## src/hdl/otu_pkg.sv

```systemverilog
// ----------------------------------------------------------------------------
// otu_pkg
// Shared constants, codes and types of the outstanding ID tracker.
// ----------------------------------------------------------------------------
package otu_pkg;

  localparam int TABLE_DEPTH   = 8;
  localparam int HISTORY_DEPTH = 128;

  // The ring of recent IDs is stored in rows of several entries each.
  localparam int HIST_LANES = 8;
  localparam int HIST_ROWS  = (HISTORY_DEPTH + HIST_LANES - 1) / HIST_LANES;

  localparam int LANE_W = $clog2(HIST_LANES);
  localparam int ROW_W  = (HIST_ROWS > 1) ? $clog2(HIST_ROWS) : 1;
  localparam int RIDX_W = ROW_W + LANE_W;
  localparam int SLOT_W = (TABLE_DEPTH > 1) ? $clog2(TABLE_DEPTH) : 1;
  localparam int CNT_W  = $clog2(TABLE_DEPTH + 1);

  localparam int OP_W    = 2;
  localparam int ID_W    = 8;
  localparam int LEN_W   = 11;
  localparam int TMO_W   = 16;
  localparam int STAT_W  = 3;
  localparam int OCC_W   = 4;
  localparam int OSLOT_W = 3;

  localparam logic [ID_W-1:0] ID_NULL  = 8'h00;
  localparam logic [ID_W-1:0] ID_ALL1S = 8'hFF;

  typedef enum logic [OP_W-1:0] {
    OP_ADD     = 2'd0,
    OP_REMOVE  = 2'd1,
    OP_PROPOSE = 2'd2
  } op_t;

  typedef enum logic [STAT_W-1:0] {
    STAT_OK         = 3'd0,
    STAT_FULL       = 3'd1,
    STAT_NOT_FOUND  = 3'd2,
    STAT_REJECTED   = 3'd3,
    STAT_BAD_LENGTH = 3'd4
  } status_t;

  typedef enum logic [1:0] {
    S_IDLE,
    S_SCAN,
    S_RESULT
  } state_t;

  typedef struct packed {
    logic load;
    logic scan;
    logic commit;
  } ctrl_cmd_t;

  typedef struct packed {
    logic scan_last;
    logic out_free;
  } dp_stat_t;

endpackage

```

## src/hdl/otu_ctrl.sv

```systemverilog
// ----------------------------------------------------------------------------
// otu_ctrl
// Tracker sequencer: accepts a request, scans the ring on a propose, commits.
// ----------------------------------------------------------------------------
module otu_ctrl (
  input  logic                clk,
  input  logic                rst_n,
  input  logic                in_valid,
  input  logic [1:0]          in_op,
  output logic                in_stall,
  input  otu_pkg::dp_stat_t   stat,
  output otu_pkg::ctrl_cmd_t  cmd
);
  import otu_pkg::*;

  state_t state_r;
  state_t state_nxt;

  always_ff @(posedge clk) begin
    if (!rst_n) begin
      state_r <= S_IDLE;
    end else begin
      state_r <= state_nxt;
    end
  end

  always_comb begin
    state_nxt  = state_r;
    cmd.load   = 1'b0;
    cmd.scan   = 1'b0;
    cmd.commit = 1'b0;
    in_stall   = 1'b1;
    unique case (state_r)
      S_IDLE: begin
        in_stall = 1'b0;
        if (in_valid) begin
          cmd.load = 1'b1;
          if (in_op == OP_PROPOSE) begin
            state_nxt = S_SCAN;
          end else begin
            state_nxt = S_RESULT;
          end
        end
      end
      S_SCAN: begin
        cmd.scan = 1'b1;
        if (stat.scan_last) begin
          state_nxt = S_RESULT;
        end
      end
      S_RESULT: begin
        if (stat.out_free) begin
          cmd.commit = 1'b1;
          state_nxt  = S_IDLE;
        end
      end
      default: begin
        state_nxt = S_IDLE;
      end
    endcase
  end

endmodule

```

## src/hdl/otu_dp.sv

```systemverilog
// ----------------------------------------------------------------------------
// otu_dp
// Datapath of the tracker: slot table, ring memory, scan and result register.
// ----------------------------------------------------------------------------
module otu_dp (
  input  logic                clk,
  input  logic                rst_n,
  input  otu_pkg::ctrl_cmd_t  cmd,
  output otu_pkg::dp_stat_t   stat,
  input  logic [1:0]          in_op,
  input  logic [7:0]          in_id,
  input  logic [10:0]         in_length,
  input  logic [15:0]         in_timeout,
  output logic                out_valid,
  input  logic                out_stall,
  output logic [2:0]          out_status,
  output logic [3:0]          out_occupancy,
  output logic [2:0]          out_slot
);
  import otu_pkg::*;

  // Latched request.
  logic [OP_W-1:0]  op_r;
  logic [ID_W-1:0]  id_r;
  logic [LEN_W-1:0] len_r;
  logic [TMO_W-1:0] tmo_r;

  // Slot table.
  logic [TABLE_DEPTH-1:0] slot_valid_r;
  logic [ID_W-1:0]        slot_id_r  [TABLE_DEPTH];
  logic [LEN_W-1:0]       slot_len_r [TABLE_DEPTH];
  logic [TMO_W-1:0]       slot_tmo_r [TABLE_DEPTH];
  logic [CNT_W-1:0]       cnt_r;
  logic [CNT_W-1:0]       cnt_nxt;

  // Ring of recent IDs.
  logic [HIST_LANES-1:0][ID_W-1:0] ring_mem [HIST_ROWS];
  logic [HIST_LANES-1:0][ID_W-1:0] ring_rdata_r;
  logic [ROW_W-1:0]                rd_row;
  logic [ROW_W-1:0]                scan_row_r;
  logic [RIDX_W-1:0]               ptr_r;
  logic                            wrapped_r;
  logic                            hit_r;
  logic                            row_hit;
  logic                            ring_we;

  // Result register.
  logic                out_valid_r;
  logic [STAT_W-1:0]   out_status_r;
  logic [OCC_W-1:0]    out_occ_r;
  logic [OSLOT_W-1:0]  out_slot_r;

  // Decision.
  logic              free_found;
  logic [SLOT_W-1:0] free_idx;
  logic              match_found;
  logic [SLOT_W-1:0] match_idx;
  status_t           res_status;
  logic [SLOT_W-1:0] res_slot;
  logic              do_add;
  logic              do_remove;
  logic [CNT_W+OCC_W-1:0]    occ_ext;
  logic [SLOT_W+OSLOT_W-1:0] slot_ext;

  always_ff @(posedge clk) begin
    if (cmd.load) begin
      op_r  <= in_op;
      id_r  <= in_id;
      len_r <= in_length;
      tmo_r <= in_timeout;
    end
  end

  always_comb begin
    free_found  = 1'b0;
    free_idx    = '0;
    match_found = 1'b0;
    match_idx   = '0;
    for (int i = TABLE_DEPTH - 1; i >= 0; i--) begin
      if (!slot_valid_r[i]) begin
        free_found = 1'b1;
        free_idx   = SLOT_W'(i);
      end
      if (slot_valid_r[i] && (slot_id_r[i] == id_r)) begin
        match_found = 1'b1;
        match_idx   = SLOT_W'(i);
      end
    end
  end

  always_comb begin
    res_status = STAT_REJECTED;
    res_slot   = '0;
    do_add     = 1'b0;
    do_remove  = 1'b0;
    ring_we    = 1'b0;
    unique case (op_r)
      OP_ADD: begin
        if (len_r == '0) begin
          res_status = STAT_BAD_LENGTH;
        end else if (free_found) begin
          res_status = STAT_OK;
          res_slot   = free_idx;
          do_add     = cmd.commit;
        end else begin
          res_status = STAT_FULL;
        end
      end
      OP_REMOVE: begin
        if ((id_r != ID_NULL) && match_found) begin
          res_status = STAT_OK;
          res_slot   = match_idx;
          do_remove  = cmd.commit;
        end else begin
          res_status = STAT_NOT_FOUND;
        end
      end
      OP_PROPOSE: begin
        if ((id_r != ID_NULL) && (id_r != ID_ALL1S) && !match_found && !hit_r) begin
          res_status = STAT_OK;
          ring_we    = cmd.commit;
        end
      end
      default: begin
        res_status = STAT_REJECTED;
      end
    endcase
  end

  always_comb begin
    cnt_nxt = cnt_r;
    if (op_r == OP_ADD && res_status == STAT_OK) begin
      cnt_nxt = cnt_r + CNT_W'(1);
    end else if (op_r == OP_REMOVE && res_status == STAT_OK && cnt_r != '0) begin
      cnt_nxt = cnt_r - CNT_W'(1);
    end
  end

  always_ff @(posedge clk) begin
    if (!rst_n) begin
      slot_valid_r <= '0;
      cnt_r        <= '0;
    end else begin
      if (do_add) begin
        slot_valid_r[free_idx] <= 1'b1;
      end
      if (do_remove) begin
        slot_valid_r[match_idx] <= 1'b0;
      end
      if (cmd.commit) begin
        cnt_r <= cnt_nxt;
      end
    end
  end

  always_ff @(posedge clk) begin
    if (do_add) begin
      slot_id_r[free_idx]  <= id_r;
      slot_len_r[free_idx] <= len_r;
      slot_tmo_r[free_idx] <= tmo_r;
    end
    if (do_remove) begin
      slot_id_r[match_idx]  <= '0;
      slot_len_r[match_idx] <= '0;
      slot_tmo_r[match_idx] <= '0;
    end
  end

  // The ring is read one row per cycle; row 0 is presented while idle.
  always_comb begin
    rd_row = '0;
    if (cmd.scan && !stat.scan_last) begin
      rd_row = scan_row_r + ROW_W'(1);
    end
  end

  always_ff @(posedge clk) begin
    if (ring_we) begin
      ring_mem[ptr_r[RIDX_W-1:LANE_W]][ptr_r[LANE_W-1:0]] <= id_r;
    end
    ring_rdata_r <= ring_mem[rd_row];
  end

  always_comb begin
    logic [RIDX_W-1:0] idx;
    logic              live;
    row_hit = 1'b0;
    for (int l = 0; l < HIST_LANES; l++) begin
      idx  = {scan_row_r, LANE_W'(l)};
      live = wrapped_r ? ({1'b0, idx} < (RIDX_W + 1)'(HISTORY_DEPTH)) : (idx < ptr_r);
      if (live && (ring_rdata_r[l] == id_r)) begin
        row_hit = 1'b1;
      end
    end
  end

  assign stat.scan_last = (scan_row_r == ROW_W'(HIST_ROWS - 1));

  always_ff @(posedge clk) begin
    if (!rst_n) begin
      ptr_r      <= '0;
      wrapped_r  <= 1'b0;
      scan_row_r <= '0;
      hit_r      <= 1'b0;
    end else begin
      if (cmd.load) begin
        scan_row_r <= '0;
        hit_r      <= 1'b0;
      end else if (cmd.scan) begin
        scan_row_r <= scan_row_r + ROW_W'(1);
        hit_r      <= hit_r | row_hit;
      end
      if (ring_we) begin
        if (ptr_r == RIDX_W'(HISTORY_DEPTH - 1)) begin
          ptr_r     <= '0;
          wrapped_r <= 1'b1;
        end else begin
          ptr_r <= ptr_r + RIDX_W'(1);
        end
      end
    end
  end

  assign stat.out_free = !out_valid_r || !out_stall;

  assign occ_ext  = {{OCC_W{1'b0}}, cnt_nxt};
  assign slot_ext = {{OSLOT_W{1'b0}}, res_slot};

  always_ff @(posedge clk) begin
    if (!rst_n) begin
      out_valid_r <= 1'b0;
    end else if (cmd.commit) begin
      out_valid_r <= 1'b1;
    end else if (!out_stall) begin
      out_valid_r <= 1'b0;
    end
  end

  always_ff @(posedge clk) begin
    if (cmd.commit) begin
      out_status_r <= res_status;
      out_occ_r    <= occ_ext[OCC_W-1:0];
      out_slot_r   <= slot_ext[OSLOT_W-1:0];
    end
  end

  assign out_valid     = out_valid_r;
  assign out_status    = out_status_r;
  assign out_occupancy = out_occ_r;
  assign out_slot      = out_slot_r;

  a_cnt_matches_valid: assert property (@(posedge clk) disable iff (!rst_n)
    $countones(slot_valid_r) == int'(cnt_r))
    else $error("Occupancy count differs from the number of valid slots.");

  a_commit_needs_room: assert property (@(posedge clk) disable iff (!rst_n)
    cmd.commit |-> (!out_valid_r || !out_stall))
    else $error("Result committed while the output register was held.");

  a_ptr_in_range: assert property (@(posedge clk) disable iff (!rst_n)
    {1'b0, ptr_r} < (RIDX_W + 1)'(HISTORY_DEPTH))
    else $error("Ring pointer beyond the ring depth.");

  a_scan_row_in_range: assert property (@(posedge clk) disable iff (!rst_n)
    cmd.scan |-> (int'(scan_row_r) < HIST_ROWS))
    else $error("Ring scan ran past the last row.");

endmodule

```

## src/hdl/outstanding_id_tracker_unit.sv

```systemverilog
// ----------------------------------------------------------------------------
// outstanding_id_tracker_unit
// Tracks outstanding packet IDs in a slot table and vets new candidate IDs
// against the table and a ring of recently issued IDs.
// ----------------------------------------------------------------------------
//
//   Channel   Direction   Handshake             Payload
//   in        request     in_valid / in_stall   in_op, in_id, in_length, in_timeout
//   out       result      out_valid / out_stall out_status, out_occupancy, out_slot
//
// An add or remove request is accepted in the idle state; its result is registered
// on commit in the result state, and the unit takes the next request in idle.
// A propose request goes from idle through the scan state, which reads the ring,
// to the result state, where its result is registered on commit; no new request
// is taken until idle. The ring delivers one row of HIST_LANES entries per cycle.
// A result waiting in a stalled output register holds the next result back.
// Reset is synchronous and empties the table and the ring at once.
//
module outstanding_id_tracker_unit (
  input  logic        clk,
  input  logic        rst_n,
  input  logic        in_valid,
  output logic        in_stall,
  input  logic [1:0]  in_op,
  input  logic [7:0]  in_id,
  input  logic [10:0] in_length,
  input  logic [15:0] in_timeout,
  output logic        out_valid,
  input  logic        out_stall,
  output logic [2:0]  out_status,
  output logic [3:0]  out_occupancy,
  output logic [2:0]  out_slot
);
  import otu_pkg::*;

  ctrl_cmd_t cmd;
  dp_stat_t  stat;

  otu_ctrl u_ctrl (
    .clk      (clk),
    .rst_n    (rst_n),
    .in_valid (in_valid),
    .in_op    (in_op),
    .in_stall (in_stall),
    .stat     (stat),
    .cmd      (cmd)
  );

  otu_dp u_dp (
    .clk           (clk),
    .rst_n         (rst_n),
    .cmd           (cmd),
    .stat          (stat),
    .in_op         (in_op),
    .in_id         (in_id),
    .in_length     (in_length),
    .in_timeout    (in_timeout),
    .out_valid     (out_valid),
    .out_stall     (out_stall),
    .out_status    (out_status),
    .out_occupancy (out_occupancy),
    .out_slot      (out_slot)
  );

endmodule
```

## config.mk

```make
export PLATFORM = sky130hd
export DESIGN_NAME = outstanding_id_tracker_unit
export DESIGN_NICKNAME = d
export VERILOG_FILES = /design/src/hdl/otu_pkg.sv /design/src/hdl/otu_ctrl.sv /design/src/hdl/otu_dp.sv /design/src/hdl/outstanding_id_tracker_unit.sv
export SDC_FILE = /design/constraint.sdc
export NUM_CORES = 2
export LEC_CHECK = 0
export BUFFER_PORTS_ARGS = -buffer_cell sky130_fd_sc_hd__clkbuf_2
export CAP_MARGIN = 10
export CORE_UTILIZATION = 45
export DETAILED_ROUTE_END_ITERATION = 7
export PLACE_DENSITY = 0.64
export SYNTH_ARGS = -nofsm -noshare
export SYNTH_HDL_FRONTEND = slang
export SYNTH_SLANG_ARGS = --single-unit
```

## constraint.sdc

```tcl
create_clock -name clk -period 5.7 [get_ports clk]
set_input_delay 0 -clock clk [delete_from_list [all_inputs] [get_ports clk]]
set_output_delay 0 -clock clk [all_outputs]
set_load 0.05 [all_outputs]
```

== Yosys cells after proc, flatten, opt, wreduce, memory -nomap -nowiden ==
Memory sizes are Yosys's and may differ from the RTL's. A register that Yosys moved wholly into a read port is not among the register bits.
Cells that the tools add are included.
Storage, ports and cells
  ROM bits: 0
  bits in registers: 59
  bits in latches: 0
  memories: 2
  output and inout port bits: 12
  memory bits (writable): 1088
Memories
  u_dp.ring_mem: depth 16, width 64, rd ports 1, clocked after memory_dff 1, write ports 1, RTL line otu_dp.sv:37  | logic [HIST_LANES-1:0][ID_W-1:0] ring_mem [HIST_ROWS];
  u_dp.slot_id_r: depth 8, width 8, rd ports 8, clocked after memory_dff 0, write ports 1, RTL line otu_dp.sv:30  | logic [ID_W-1:0] slot_id_r [TABLE_DEPTH];
Operators by class
  reductions and logical operators: 43
  $mul: 0
  bitwise gates (word level): 5
  $add $sub $neg: 4
  shifts and indexed selects: 0
  muxes and demuxes: 99
  divide/modulo/power cells: 0
  magnitude comparators: 14
  equality and inequality tests: 28
Operator list (number)
  equality test 8 bit: 16
  2-to-1 mux 64 bit: 1
  2-to-1 mux 3 bit: 21
  < comparator 7 bit: 8
  2-to-1 mux 1 bit: 56
  2-to-1 mux 8 bit: 5
  logical AND 1 bit: 27
  demux 8 bit (select 3 bit): 1
  < comparator 3 x 4 -> 1 bit (second input constant): 3
  2-to-1 mux 2 bit: 6
  2-to-1 mux 4 bit: 3
  zero test 11 bit: 1
  >= comparator 3 x 1 -> 1 bit (second input constant): 3
  case mux 3 bit (3 select lines): 1
  adder 4 x 1 -> 4 bit (second input constant): 2
  AND 8 bit: 1
  != test 8 bit (second input constant): 1
  NOT 8 bit: 1
  bitwise OR 8 bit: 1
  nonzero test 8 bit: 1
  OR reduction 8 bit: 1
  adder 7 x 1 -> 7 bit (second input constant): 1
  equality test 7 bit (second input constant): 1
  2-to-1 mux 7 bit: 1
  19 further kinds: 30

== Longest topological paths before layout ==
An unclocked memory read counts as a cell.
  word-level depth: 21
  depth in mapped cells: 11
  depth with buffers taken out: 8

== Cells and area by module ==
Synthesis repeated with hierarchy kept, for this count alone.
Unflattened totals
  cell total of the unflattened synthesis: 3255
  area, all modules: 46668.5 sq um
By module, submodules not included
  otu_dp: seq. area each 35404.0 sq um, times used 1, cells an instance 3238, area each 46535.9 sq um
  otu_ctrl: seq. area each 40.0 sq um, times used 1, cells an instance 17, area each 132.6 sq um

== Worst setup path after synthesis ==
OpenSTA, ideal clock, no wires.
  path type: reg2reg
  start point: register u_dp.id_r[2]
  end point: memory u_dp.slot_id_r[2][0], enable pin
  required time: 5.314 ns
  library setup time: 0.386 ns
  period minus slack after synthesis: 4.779 ns
  cell stages (with the launch flop): 10
  buffers on the path: 2
  data arrival time: 4.393 ns
  path slack: 0.921 ns
  cell sequence: edfxtp_1 buf_4 xnor2_1 nand3_1 or3_1 and4bb_4 buf_6 a21oi_4 mux2_2 a211oi_1
On the way
  longest elaborated chain between the ends: 17
  elaborated cells between the ends (all ways): 41
  classes of those cells: eq/ne: 8; mux: 22; reduce/logical: 11
Ends and longest elaborated chain
  start, declared: RTL line otu_dp.sv:24  | logic [ID_W-1:0] id_r;
  start signal, assigned: RTL line otu_dp.sv:68  | id_r <= in_id;
  equality test 8 bit: RTL line otu_dp.sv:84  | if (slot_valid_r[i] && (slot_id_r[i] == id_r)) begin
  logical AND 1 bit: RTL line otu_dp.sv:84
  2-to-1 mux 1 bit (8 in series): RTL line otu_dp.sv:84
  logical AND 1 bit: RTL line otu_dp.sv:110  | if ((id_r != ID_NULL) && match_found) begin
  2-to-1 mux 1 bit: RTL line otu_dp.sv:110
  2-to-1 mux 1 bit: RTL line otu_dp.sv:97  | unique case (op_r)
  2-to-1 mux 1 bit (2 in series)
  OR reduction 8 bit (no source line)
  2-to-1 mux 3 bit (no source line) / 2-to-1 mux 1 bit (equally long branches)
  end, declared: RTL line otu_dp.sv:30
Several ways; a longest one is shown, not always the timed one.

== Final worst setup path ==
  start point: register u_dp.id_r[3]
  end point: memory u_dp.slot_id_r[3][4], enable pin
Same word-level chain as after synthesis.

==> impl_metrics.ini <==
[critical_path]
cp_top_family = compound AO/OA/AOI/OAI gates
critical_path_class = reg -> reg
cp_cell_sequence = xnor2_1, nand4_1, or4_4, and4_4, a21oi_4, mux2_2, a211oi_1
crit_path_top_delay_cell = edfxtp_1
critPathRequiredTime_ns = 6.01
endpoint_kind = flop
cp-start-kind = flop
worstPathMaxFanout = 14
arrival_ns = 4.61
rrSetupSlack_ns = 1.41
path_buf_inv = 0
slowest_delay_ns = 0.92

[power_and_ir_drop]
peakVddDrop_v = 0.0002753
p_leak_nw = 16.56
combPwrFrac = 0.030
intPower_mw = 14.97
clock_power_share = 0.448
p_sw_mw = 3.823
pwr-share-seq = 0.522
p_per_area_nw_per_um2 = 348.9
sw_frac_of_total = 0.2034

[synth]
synth.avg_cell_area_sq_um = 18.76
yosysSeqAreaShare = 0.7461
syn_nets = 2582
synthDistinctLibCells = 64
syn_area_sq_um = 47500
ys_ff_latch = 1211
synthFlopType = edfxtp_1
synth-async-reset-ratio = 0
synth_edf_count = 1119
syn_inst = 2532
yosysWarnings = 0

[clock_tree]
clock_path_buffers = 3
postCtsSetupRepairBufs = 0
post_cts_resized = 0
clock_sinks = 1211
hold_buffers = 38
tritoncts.num_buffers = 119
htreeDepth = 3
cts_root_buffer = clkbuf_16
cts.clk_slew.worst_paths_ns = 0.06
cts_tree = yes
insertion_delay_ns = 0.71

[timing]
worst_pin_slew_ns = 1.179
slew_viol_final = 0
setup_viol = 0
relSlewSlack = 0.2115
fin_ws_ns = 1.405
finalHoldViolations = 0
clock_skew_ns = 0.04115
fmax_mhz = 232.8
rsz0062_at_grt = false
period_share = 0.7535
tns_ns = 0
min_period_ns = 4.295

[place]
gp_congestion = 0.8281
place_area_sq_um = 49190
dp_slack_ns = 1.380
hpwlAfterDp_um = 60730
place.port_buffers = 36

[grt]
grt_pass1_wl_um = 158600
antenna_found_initial = 5
grt_max_degree = 129
grt-ovfl-total = 0
grt_pass1_vias = 24760
track_usage = 0.1989

[floorplanning]
die_height_um = 326.9
rows = 118
die-area_sq_um = 106900
die_x_um = 326.9
start_util = 0.4564
core-area_sq_um = 104100
ioPinCount = 53

[route]
ant_nets = 0
wl_met3_um = 7168
vias = 23880
met2_length_um = 50880
dr.pass1.iters = 6
top_layer_used = met5
drt_wl_total_um = 105500
wire_per_inst_um = 25.56
drtIter0Drc = 2487
route.detailed.drc = 0
wl_met1_um = 44490
via_per_inst = 5.788

[flow_run]
drv_cap = 0

[final_layout]
fin_area_sq_um = 53880
fin_nets = 2690
multi_input_area_sq_um = 11280
final_cell_mix = edfxtp_1 (1119), mux4_2 (256), nand2_1 (174)
seq_area_sq_um = 35440
syn_to_final_growth_pct = 13.42
drive_gt1_frac = 0.2077
fillerInstances = 8112
mostFrequentLayoutCell = edfxtp_1

[outcome]
status = complete, no violations

[worst_hold_path]
hold_path_class = in -> reg
==> layout make-up <==
cell class / instances / share of cell area
clock buffer: 142 / 0.05857
sequential: 1211 / 0.6579
tap: 1380 / 0.03205
antenna: 1 / 0.00004645
multi-input combinational: 1161 / 0.2094
inverter: 16 / 0.001115
clock inverter: 84 / 0.02109
timing repair buffer: 131 / 0.01983
==> power by group through the flow <==
stage	clock network [mW]	registers [mW]	logic [mW]
floorplan	0	10.1	0.271
global placement	0	10.0	0.525
detailed placement	0	10.0	0.549
CTS	8.54	9.82	0.570
global route	8.88	9.81	0.610
finish	8.42	9.82	0.565
==> logic make-up after synthesis <==
group	after synthesis	synth area share
flip-flops	1211	0.7461
AND/OR/NAND/NOR	535	0.05342
multiplexers	263	0.1229
AO/OA/AOI/OAI	218	0.03274
buffers and inverters	160	0.01738
XOR/XNOR	136	0.02508
adder cells (fa/ha/maj)	9	0.002371
==> through the flow <==
stage,total power [mW],utilization,hold WS (ns),std cells
2_1_floorplan,10.35,-,0.09887,2532
3_3_place_gp,10.53,0.4726,0.1803,3858
3_5_place_dp,10.55,0.4726,0.1786,3858
4_1_cts,18.92,0.5175,0.004869,4122
5_1_grt,19.30,0.5176,0.004630,4125
6_report,18.80,0.5176,0.02705,4126
==> registers in the layout (all words and copies together), names as in the netlist <==
signal              count
u_dp.ring_rdata_r      64
u_dp.wrapped_r          1
u_dp.slot_valid_r       8
u_ctrl.state_r          2
u_dp.out_occupancy      4
u_dp.ring_mem        1024
u_dp.id_r               8
u_dp.out_slot           3
u_dp.ptr_r              7
u_dp.out_status         3
u_dp.len_r             11
u_dp.scan_row_r         4
u_dp.out_valid          1
u_dp.op_r               2
u_dp.cnt_r              4
u_dp.slot_id_r         64
u_dp.hit_r              1
==> cell usage after synthesis, types with 8 or more instances <==
library cell  number  share of area
buf_1              8        0.00063
a21oi_1           18         0.0019
mux4_2           256           0.12
dfxtp_1           92          0.039
and2_1            69         0.0091
or3_1             13         0.0017
ha_1               9         0.0024
a211oi_1          74          0.012
xor2_1            57          0.011
xnor2_1           79          0.015
inv_1             16         0.0013
nor2b_1           12         0.0016
o21ai_0           13         0.0014
nand4_1           25         0.0033
nor2_1           160          0.013
nand3_1           18         0.0019
nor4_1            13         0.0017
clkbuf_1          63         0.0050
buf_4             26         0.0041
nor3_1            15         0.0016
buf_6             11         0.0026
buf_2             36         0.0038
edfxtp_1        1119           0.71
nand2_1          175          0.014
a31oi_1           66         0.0087
==> metal layers <==
metal / vias up / global-route usage
met5: - / 0
met4: 10 / 0.05933
met3: 192 / 0.04330
met2: 784 / 0.3201
met1: 12590 / 0.2731
li1: 10310 / -
==> worst paths after layout <==
kind / startpoint / end / depth (start not counted)
min: in_id[6] / u_dp.id_r[6] / 2
min reg2reg: u_dp.cnt_r[1] / u_dp.cnt_r[1] / 2
max reg2reg: u_dp.id_r[3] / u_dp.slot_id_r[3][4] / 7
max: u_dp.id_r[3] / u_dp.slot_id_r[3][4] / 7
(Power assumes the default switching activity.)
